===== src/rtl/mf3_pkg.sv =====
`timescale 1ns / 1ps

package mf3_pkg;

  // Configuration register indexes
  localparam logic CFG_FRAME_WIDTH  = 1'b0;
  localparam logic CFG_FRAME_HEIGHT = 1'b1;

  localparam int CFG_W = 12;

  // Reset values of the configuration registers
  localparam logic [CFG_W-1:0] FRAME_WIDTH_RST  = 12'd1080;
  localparam logic [CFG_W-1:0] FRAME_HEIGHT_RST = 12'd1920;

  // Smallest frame dimension the filter works on
  localparam logic [CFG_W-1:0] MIN_DIM = 12'd3;

  // Window geometry and the rank that is the median (fifth smallest)
  localparam int WIN_TAPS    = 9;
  localparam int MEDIAN_RANK = 5;

  // Per-transaction flags that travel with a pixel down the pipeline
  typedef struct packed {
    logic res;  // window is interior, a result is produced
    logic eol;  // last result of an output line
    logic eof;  // last result of the output frame
  } mf3_tag_t;

endpackage


===== src/rtl/mf3_window.sv =====
`timescale 1ns / 1ps

module mf3_window #(
  parameter int PIX_W = 8
) (
  input  logic                            clk_i,
  input  logic                            shift_i,
  input  logic [PIX_W-1:0]                up_i,
  input  logic [PIX_W-1:0]                mid_i,
  input  logic [PIX_W-1:0]                pix_i,
  input  mf3_pkg::mf3_tag_t               tag_i,
  output logic [mf3_pkg::WIN_TAPS-1:0][PIX_W-1:0] win_o,
  output mf3_pkg::mf3_tag_t               tag_o
);

  import mf3_pkg::*;

  // Taps are [row*3+col]; row 0 is top, col 2 is the newest column
  logic [WIN_TAPS-1:0][PIX_W-1:0] win_q;
  mf3_tag_t                       tag_q;

  assign win_o = win_q;
  assign tag_o = tag_q;

  // Shift the window left one column and load the new column
  always_ff @(posedge clk_i) begin
    if (shift_i) begin
      for (int r = 0; r < 3; r++) begin
        win_q[r*3]   <= win_q[r*3+1];
        win_q[r*3+1] <= win_q[r*3+2];
      end
      win_q[2] <= up_i;
      win_q[5] <= mid_i;
      win_q[8] <= pix_i;
      tag_q    <= tag_i;
    end
  end

endmodule


===== config.mk =====
export PLATFORM = sky130hd
export DESIGN_NAME = mf3_window
export DESIGN_NICKNAME = d
export VERILOG_FILES = /design/src/rtl/mf3_pkg.sv /design/src/rtl/mf3_window.sv
export SDC_FILE = /design/constraint.sdc
export NUM_CORES = 1
export LEC_CHECK = 0
export ABC_AREA = 1
export BUFFER_PORTS_ARGS = -buffer_cell sky130_fd_sc_hd__buf_2
export CAP_MARGIN = 20
export CELL_PAD_IN_SITES_DETAIL_PLACEMENT = 1
export CELL_PAD_IN_SITES_GLOBAL_PLACEMENT = 1
export CORE_ASPECT_RATIO = 0.6
export CORE_MARGIN = 3
export CORE_UTILIZATION = 40
export DETAILED_ROUTE_END_ITERATION = 8
export PLACE_DENSITY = 0.93
export SYNTH_ARGS = -nofsm -noshare
export SYNTH_HDL_FRONTEND = slang
export SYNTH_SLANG_ARGS = --single-unit

===== constraint.sdc =====
create_clock -name clk_i -period 1.8 [get_ports clk_i]
set_input_delay 0.36 -clock clk_i [delete_from_list [all_inputs] [get_ports clk_i]]
set_output_delay 0.36 -clock clk_i [all_outputs]
set_load 0.02 [all_outputs]

==> results by group <==
Place
  – IO Port Bufs: 103
  – Inst Count DP: 246
  – Setup WS pre-CTS: 0.589 ns
  – DP HPWL: 3.37 mm
  – Final RePlAce weighted congestion: 0.695

Floorplan
  – # IOs: 104
  – Core area: 5260 sq um
  – Die width: 103 microns
  – Core Rows: 20
  – Die area: 6600 sq um
  – Die span in y: 64.1 microns
  – Initial Util: 0.429

CTS
  – Post-CTS Setup Bufs: 0
  – Maximum clock path buffer count: 2
  – Htree depth: 3
  – Num CTS Buffers: 9
  – CTS tree: done
  – Clock root buffer: clkbuf_8
  – Post_cts resized: 0
  – Clock latency on the worst-skew pair: 0.33 ns
  – CTS sink cnt: 75
  – Worst-path clk slew: 0.08 ns
  – Post-CTS Hold Buffers: 0

Timing
  – Hold Vio Cnt, Final: 0
  – Layout Skew: 0.00937 ns
  – Tmin final: 1.29 ns
  – Tightest Pin Transition: 0.385 ns
  – Final WS setup: 0.509 ns
  – Max transition margin: 0.743
  – Final Cycle Share: 0.717
  – Fmax: 775 MHz
  – Final Max Slew Viols: 0
  – RSZ-0062 raised after global routing: false
  – TNS Setup: 0 ns
  – Final setup fails: 0

Yosys
  – Ranking of synthesized cells by area: edfxtp_1
  – Netlist Area Pre-Place: 2250 sq um
  – Synth Warn #: 0
  – Synth area leader: edfxtp_1
  – Yosys top cell area share: 1.00
  – Seq/Total Area, Yosys: 1.00
  – Syn nets: 104
  – Mapped Cells: 75
  – Post-synth cell types: 1
  – Synthesis-stage register bit count: 75
  – Syn Area/Cell: 30.0 sq um

Setup path
  – Nature of the critical path startpoint: flop
  – CP arrival: 0.93 ns
  – Critical path's slowest cell: edfxtp_1
  – Delay-heaviest family, CP: flip-flops
  – Crit-path max FO: 2
  – Setup crit end kind: output port
  – Reg2reg path depth: 0
  – Critical Path RT: 1.44 ns
  – Largest stage delay on the critical path: 0.42 ns
  – CP startpoint: win_o[60]
  – RR Startpoint: win_o[43]
  – Worst Path Buf+Inv: 1
  – Crit Path Category: reg2out
  – Crit path depth: 1
  – Crit-path cells: buf_2

Cells and area
  – Fin cells: 262
  – N_diodes: 0
  – Multi-input gate area: 0 sq um
  – Comb_multi_in: 0
  – Util after Layout: 0.580
  – Nets: 220
  – Area delta synth->final: 35.3%
  – Fill cell instance count of the final layout: 495
  – Layout cell share with drive strength beyond 1: 0.612

Drt
  – Iter 0 DRT Violations: 57
  – Post-route antenna net violation count: 0
  – Drt pass-1 iters: 4
  – DRT Wirelength: 4.60 mm
  – Vias per inst: 4.58
  – Via count: 1199
  – DR DRC count: 0
  – Avg WL per Cell: 17.6 microns

Power and ir drop
  – PD cells: 1160 nW/um^2
  – Leak: 0.00124 uW
  – Switching Power: 866 uW
  – Tot Pwr: 3530 uW
  – Clock power share: 0.306
  – Peak supply drop: 0.000645 V
  – Fraction of power consumed by sequential logic: 0.599
  – Pint: 2670 uW
  – Sw Share: 0.245
  – Gate power share: 0.096

GRT
  – All-layer global routing usage: 0.145
  – Pin count of the biggest net entering global routing: 45
  – GRT overflow: 0
  – First-pass GRT wire length: 6.86 mm
  – Antenna violations before repair: 0
  – Vias in the first global route: 1318

Flow run
  – Max-cap viol count: 0

Status
  – Status: complete, no violations

Hold path
  – Worst Hold Launch: mid_i[0]
  – WHS Path Cells: 1
  – Hold Path Class: in2reg
[registers in the layout, summed over array words and instances (netlist names)]
name and count:
win_o 72, tag_o 3
[power groups by stage]
stage | Sequential, uW | Clock, uW | Combinational [uW]
floorplan | 2300 | 0 | 0
global placement | 2140 | 0 | 334
detailed placement | 2160 | 0 | 342
CTS | 2120 | 1130 | 343
global route | 2130 | 1200 | 359
finish | 2120 | 1080 | 338
[Yosys cell counts, drive strengths merged]
cell type	count
edfxtp	75
[worst paths after layout]
kind,to,slack [ns]
hold reg to reg,win_o[58],0.45
hold / removal,win_o[40],0.20
setup / recovery,win_o[60],0.51
setup reg to reg,win_o[35],1.11
[cell usage in the layout (no fill, tap or decap), drive strengths merged]
cell      netlist  layout
edfxtp         75      75
clkbuf          0      10
buf             0     105
clkinv          0       4
clkinvlp        0       2
[logic make-up after synthesis]
| kind of cell | Yosys count | synth area share |
|---|---|---|
| flops | 75 | 1.00 |
[cell type report]
cell class	instances	area [sq um]	share of cell area
Sequential cell	75	2250	0.739
Tap cell	66	82.6	0.0271
Clock buffer	10	128	0.0419
Timing Repair Buffer	105	543	0.178
Clock inverter	6	42.5	0.0140
[per-stage QoR]
stage / hold WS (ns) / instance area, sq um
2_1_floorplan: 0.459 / 2250
3_3_place_gp: 0.425 / 2880
3_5_place_dp: 0.429 / 2880
4_1_cts: 0.173 / 3050
5_1_grt: 0.171 / 3050
6_report: 0.199 / 3050
[layer usage]
layer | routed length (microns) | global-route usage
met5 | 0 | 0
met3 | 602 | 0.0992
met4 | 56 | 0.0485
met2 | 2210 | 0.241
met1 | 1730 | 0.145
Note: power is estimated with default switching activity, not from simulation.
