`config.mk`:
```
export PLATFORM = sky130hd
export DESIGN_NAME = mf3_median
export DESIGN_NICKNAME = d
export VERILOG_FILES = /design/src/rtl/mf3_pkg.sv /design/src/rtl/mf3_median.sv
export SDC_FILE = /design/constraint.sdc
export NUM_CORES = 1
export LEC_CHECK = 0
export ABC_AREA = 1
export ABC_CLOCK_PERIOD_IN_PS = 4900
export BUFFER_PORTS_ARGS = -buffer_cell sky130_fd_sc_hd__buf_4
export CORE_MARGIN = 3
export CORE_UTILIZATION = 59
export DETAILED_ROUTE_END_ITERATION = 8
export PLACE_DENSITY = 0.84
export REMOVE_ABC_BUFFERS = 1
export SYNTH_ARGS = -nofsm -noshare
export SYNTH_HDL_FRONTEND = slang
export SYNTH_SLANG_ARGS = --single-unit
```
`constraint.sdc`:
```
create_clock -name vclk -period 4.9
set_input_delay 0 -clock vclk [all_inputs]
set_output_delay 0 -clock vclk [all_outputs]
set_load 0.02 [all_outputs]
```
`src/rtl/mf3_pkg.sv`:
```
`timescale 1ns / 1ps

package mf3_pkg;

  // Configuration register indexes
  localparam logic CFG_FRAME_WIDTH  = 1'b0;
  localparam logic CFG_FRAME_HEIGHT = 1'b1;

  localparam int CFG_W = 12;

  // Reset values of the configuration registers
  localparam logic [CFG_W-1:0] FRAME_WIDTH_RST  = 12'd1080;
  localparam logic [CFG_W-1:0] FRAME_HEIGHT_RST = 12'd1920;

  // Smallest frame dimension the filter works on
  localparam logic [CFG_W-1:0] MIN_DIM = 12'd3;

  // Window geometry and the rank that is the median (fifth smallest)
  localparam int WIN_TAPS    = 9;
  localparam int MEDIAN_RANK = 5;

  // Per-transaction flags that travel with a pixel down the pipeline
  typedef struct packed {
    logic res;  // window is interior, a result is produced
    logic eol;  // last result of an output line
    logic eof;  // last result of the output frame
  } mf3_tag_t;

endpackage

```
`src/rtl/mf3_median.sv`:
```
`timescale 1ns / 1ps

module mf3_median #(
  parameter int PIX_W = 8
) (
  input  logic [mf3_pkg::WIN_TAPS-1:0][PIX_W-1:0] win_i,
  output logic [PIX_W-1:0]                         med_o
);

  import mf3_pkg::*;

  logic [3:0] rank [WIN_TAPS];

  // Rank every tap (ties broken by position), then pick the one at the median rank
  always_comb begin
    med_o = '0;
    for (int i = 0; i < WIN_TAPS; i++) begin
      rank[i] = 4'd0;
      for (int j = 0; j < WIN_TAPS; j++) begin
        if (j != i) begin
          if ((win_i[j] < win_i[i]) || ((j < i) && (win_i[j] == win_i[i]))) begin
            rank[i] = rank[i] + 4'd1;
          end
        end
      end
    end
    for (int i = 0; i < WIN_TAPS; i++) begin
      if (rank[i] == 4'(MEDIAN_RANK - 1)) begin
        med_o = win_i[i];
      end
    end
  end

endmodule

```
==> flow_summary.ini, run 1 <==
[floorplan]
core.rowCount = 52
initial_core_util_pct = 60.8
ios = 80
dieHeight_um = 151
chipWidth_um = 151

[outcome]
flow.first_error = [ERROR GRT-0232] Routing congestion too high. Check the congestion heatmap in the GUI.
status = aborted with a tool error
flow.stopped_at = global routing

[placement]
post-place-cells = 2701
pre_cts_slack_ps = -1120
detailed_placement_hpwl_um = 40700
io_buffers = 80
gpl.final_weighted_congestion = 1.13

[synthesis]
yosysTopAreaCell = sky130_fd_sc_hd__ha_1
synth.area.top_cells = sky130_fd_sc_hd__ha_1 (35%), sky130_fd_sc_hd__nand2_1 (17%), sky130_fd_sc_hd__inv_1 (9.9%), sky130_fd_sc_hd__nand3_1 (5.9%), sky130_fd_sc_hd__a21oi_1 (5.4%)
synthesis.yosys.warnings = 0
yosys.cell_types.count = 56
synthesis.instances = 2014
ys_seq_area_share_pct = 0
netlist_area_sq_um = 12400
average_cell_area_after_synthesis_sq_um = 6.17
post-synth-top-area-fraction_pct = 35.4

[global_route]
grt_start_max_net_pins = 10
grt_use_total_pct = 90.5
global_route.overflow_total = 762

[timing]
crit_endpoint = med_o[6]
worst_path_end_type = top-level output

[clock_tree]
cts-hold-fix-buffers = 0
-- per-stage QoR --
stage / cell area (sq um) / utilization (%) / hold WS, ps
CTS: 17700 / 86.5 / 340
detailed placement: 16000 / 78.3 / 347
global placement: 16000 / 78.3 / 350
floorplan: 12400 / - / 173
-- synthesized netlist by cell type (2+ instances only) --
cell                       count
sky130_fd_sc_hd__a211oi_1      4
sky130_fd_sc_hd__a21boi_0      2
sky130_fd_sc_hd__a21o_1        2
sky130_fd_sc_hd__a21oi_1     133
sky130_fd_sc_hd__a21oi_2       2
sky130_fd_sc_hd__a31oi_2       2
sky130_fd_sc_hd__a32oi_1       2
sky130_fd_sc_hd__clkinv_1      2
sky130_fd_sc_hd__ha_1        351
sky130_fd_sc_hd__inv_1       326
sky130_fd_sc_hd__inv_2        18
sky130_fd_sc_hd__nand2_1     579
sky130_fd_sc_hd__nand2_2      58
sky130_fd_sc_hd__nand2_4      17
sky130_fd_sc_hd__nand3_1     146
sky130_fd_sc_hd__nand3_2      23
sky130_fd_sc_hd__nand3_4       4
sky130_fd_sc_hd__nand3b_1      7
sky130_fd_sc_hd__nand4_1      91
sky130_fd_sc_hd__nand4_2       2
sky130_fd_sc_hd__nand4_4       3
sky130_fd_sc_hd__nor2_1       83
sky130_fd_sc_hd__nor2_2       10
sky130_fd_sc_hd__nor2_4        5
sky130_fd_sc_hd__nor2_8        3
sky130_fd_sc_hd__o211ai_1     19
sky130_fd_sc_hd__o211ai_2      3
sky130_fd_sc_hd__o21a_1        7
sky130_fd_sc_hd__o21ai_0      34
sky130_fd_sc_hd__o21ai_1      13
sky130_fd_sc_hd__o21ai_2       6
sky130_fd_sc_hd__o31ai_1       3
sky130_fd_sc_hd__or2_0         2
sky130_fd_sc_hd__or2_1         9
sky130_fd_sc_hd__or2_2        11
sky130_fd_sc_hd__xnor2_1       4
sky130_fd_sc_hd__xor2_1        9
-- layer usage --
| layer | global-route usage, % | overflow |
|---|---|---|
| met5 | 51.4 | 2 |
| met4 | 100 | 230 |
| met3 | 78.0 | 22 |
| met2 | 107 | 485 |
| met1 | 84.0 | 23 |
-- cell families after synthesis --
| kind of cell | Yosys count | synth area share (%) |
|---|---|---|
| adders and majority gates | 351 | 35.4 |
| and+or+nand+nor | 1059 | 41.5 |
| AOI/OAI and AO/OA | 240 | 11.3 |
| xor gates and xnor gates | 15 | 1.18 |
| buffers and inverters | 349 | 10.7 |
-- what timing repair did --
item / in CTS
endpoints found under the setup margin: 8
gates resized for setup: 181
pin swaps: 149
buffers inserted: 115
gates cloned: 2
==> run 2: changes to the inputs <==
- ABC_CLOCK_PERIOD_IN_PS: 4900 -> 6400
- CORE_UTILIZATION: 59 -> 40
- PLACE_DENSITY: 0.84 -> not set
- PLACE_DENSITY_LB_ADDON: not set -> 0.15
- clock period: 4.9 -> 6.4 ns (I/O delays scaled with it)
==> flow_summary.ini, run 2 <==
[outcome]
status = finished clean

[timing]
max_slew.worst_pin.slew_ps = 1080
final_critical_path_setup_slack_ps = 359
totalNegativeSetupSlack_ps = 0
hold_ws_ps = 348
report.final.setup_viol = 0
final.period_utilization_pct = 94.4
relSlewSlack_pct = 27.5
final-hold-violation-count = 0
drv_slew = 0
achievable-frequency_mhz = 166
fin_crit_ps = 6040

[worst_setup_path]
worst_ep_arrival_time_ps = 6040
timing.setup.critical_path_class = input port to output port
critical_path_peak_fanout = 9
critPathMostFrequentCell = sky130_fd_sc_hd__nand2_1
cp_slowest_stage_delay_ps = 360
critical-path-slowest-cell = sky130_fd_sc_hd__ha_1
cp-start-kind = input port
cp_data_required_time_ps = 6400
worstSetupEndpointType = output port

[placement]
gpl.final_weighted_congestion = 0.959
post-place-cells = 2511
pre_cts_slack_ps = 143
postPlaceCellArea_sq_um = 13700
io_buffers = 80
detailed_placement_hpwl_um = 37100

[final_layout]
layout-drive-gt1-share_pct = 15.2
layout.area.seq_sq_um = 0
layout.cell_area.non_filler_sq_um = 14000
synthToLayoutAreaGrowth_pct = 12.9
clock_buffer_count = 0
postLayoutCoreUtil_pct = 46.6
mostFrequentLayoutCell = sky130_fd_sc_hd__nand2_1
post_layout_nonfiller_instances = 2534
mostFrequentLayoutCells = sky130_fd_sc_hd__nand2_1 (578), sky130_fd_sc_hd__ha_1 (348), sky130_fd_sc_hd__inv_1 (319)
nNetsFinal = 2569
diodes = 0
n_sequential_cell = 0
multi_input_area_sq_um = 11200
fill_cells = 3220

[routing]
drt_first_iter_violations = 943
ant_nets = 0
dr_total_vias = 13600
drt-wirelength-per-cell_um = 17.4
drc = 0
detail_route.wirelength_um = 44100
route.detailed.vias_per_inst = 5.38
pre_repair_dr_iteration_count = 6

[floorplan]
floorplan.die_area_sq_um = 33200
initial_core_util_pct = 41.2
core.rowCount = 63
coreArea_sq_um = 30100
chipWidth_um = 182
ios = 80
dieHeight_um = 182

[global_route]
grt_start_max_net_pins = 12
grt_use_total_pct = 25.4
global_route.overflow_total = 0
grt_antenna_before_repair = 0
wire_length_of_the_first_global_routing_pass_um = 67100
grt_pass1_vias = 12400

[synthesis]
ys_seq_area_share_pct = 0
netlist_area_sq_um = 12400
synthesis.yosys.warnings = 0
yosysTopAreaCell = sky130_fd_sc_hd__ha_1
yosysMostFrequentCell = sky130_fd_sc_hd__nand2_1
yosys-top-cells-count = sky130_fd_sc_hd__nand2_1 (579), sky130_fd_sc_hd__ha_1 (351), sky130_fd_sc_hd__inv_1 (326)
synthesis.instances = 2014
post-synth-top-area-fraction_pct = 35.4
average_cell_area_after_synthesis_sq_um = 6.17
yosys.cell_types.count = 56
synth.area.top_cells = sky130_fd_sc_hd__ha_1 (35%), sky130_fd_sc_hd__nand2_1 (17%), sky130_fd_sc_hd__inv_1 (9.9%), sky130_fd_sc_hd__nand3_1 (5.9%), sky130_fd_sc_hd__a21oi_1 (5.4%)

[power_and_ir_drop]
p_leak_nw = 8.17
p_total_mw = 3.25
worst_ir_drop_vdd_mv = 0.139
power-per-cell-area_nw_per_um2 = 232

[min_path]
hold_class = input port to output port

[run]
drv_cap = 0

[clock_tree]
cts-hold-fix-buffers = 0
-- run 2: worst max-delay path: cells and delay by family --
kind | cells | cell delay (ps)
simple gates | 21 | 2710
fa+ha+maj | 7 | 2060
buf+inv | 8 | 790
compound gates | 3 | 440
-- run 2: worst paths after layout --
path,start,end,cells past startpoint
worst max-delay path,win_i[39],med_o[2],39
worst min-delay path,win_i[67],med_o[3],4
-- run 2: kinds of logic after synthesis --
| kind of cell | share of synthesized area, % |
|---|---|
| compound gates | 11.3 |
| xor+xnor | 1.18 |
| fa+ha+maj | 35.4 |
| buf+inv | 10.7 |
| simple gates | 41.5 |
-- run 2: layer usage --
metal  global-route usage (%)  vias to the layer above  part of all wire (%)
met4                     8.44                        0                   4.1
met1                     35.0                     6185                    46
met5                        0                        -                     0
li1                         -                     6995                     -
met2                     43.0                      368                    45
met3                    0.718                       75                   5.2
-- run 2: power by group --
part / total (mW) / internal (mW) / switching (mW)
combinational: 3.25 / 1.16 / 2.09
sequential: 0 / 0 / 0
clock: 0 / 0 / 0
total: 3.25 / 1.16 / 2.09
-- run 2: cell type report --
type                            count  share of cell area [%]
Multi-Input combinational cell   1665                    79.8
Tap cell                          390                    3.48
Timing Repair Buffer              132                    7.19
Inverter                          347                    9.48
-- run 2: repair_timing --
item,in CTS,in global routing
setup endpoints to repair,0,8
setup buffers,0,23
gates resized for setup,0,29
No activity file was read; power rests on OpenSTA's default activity.
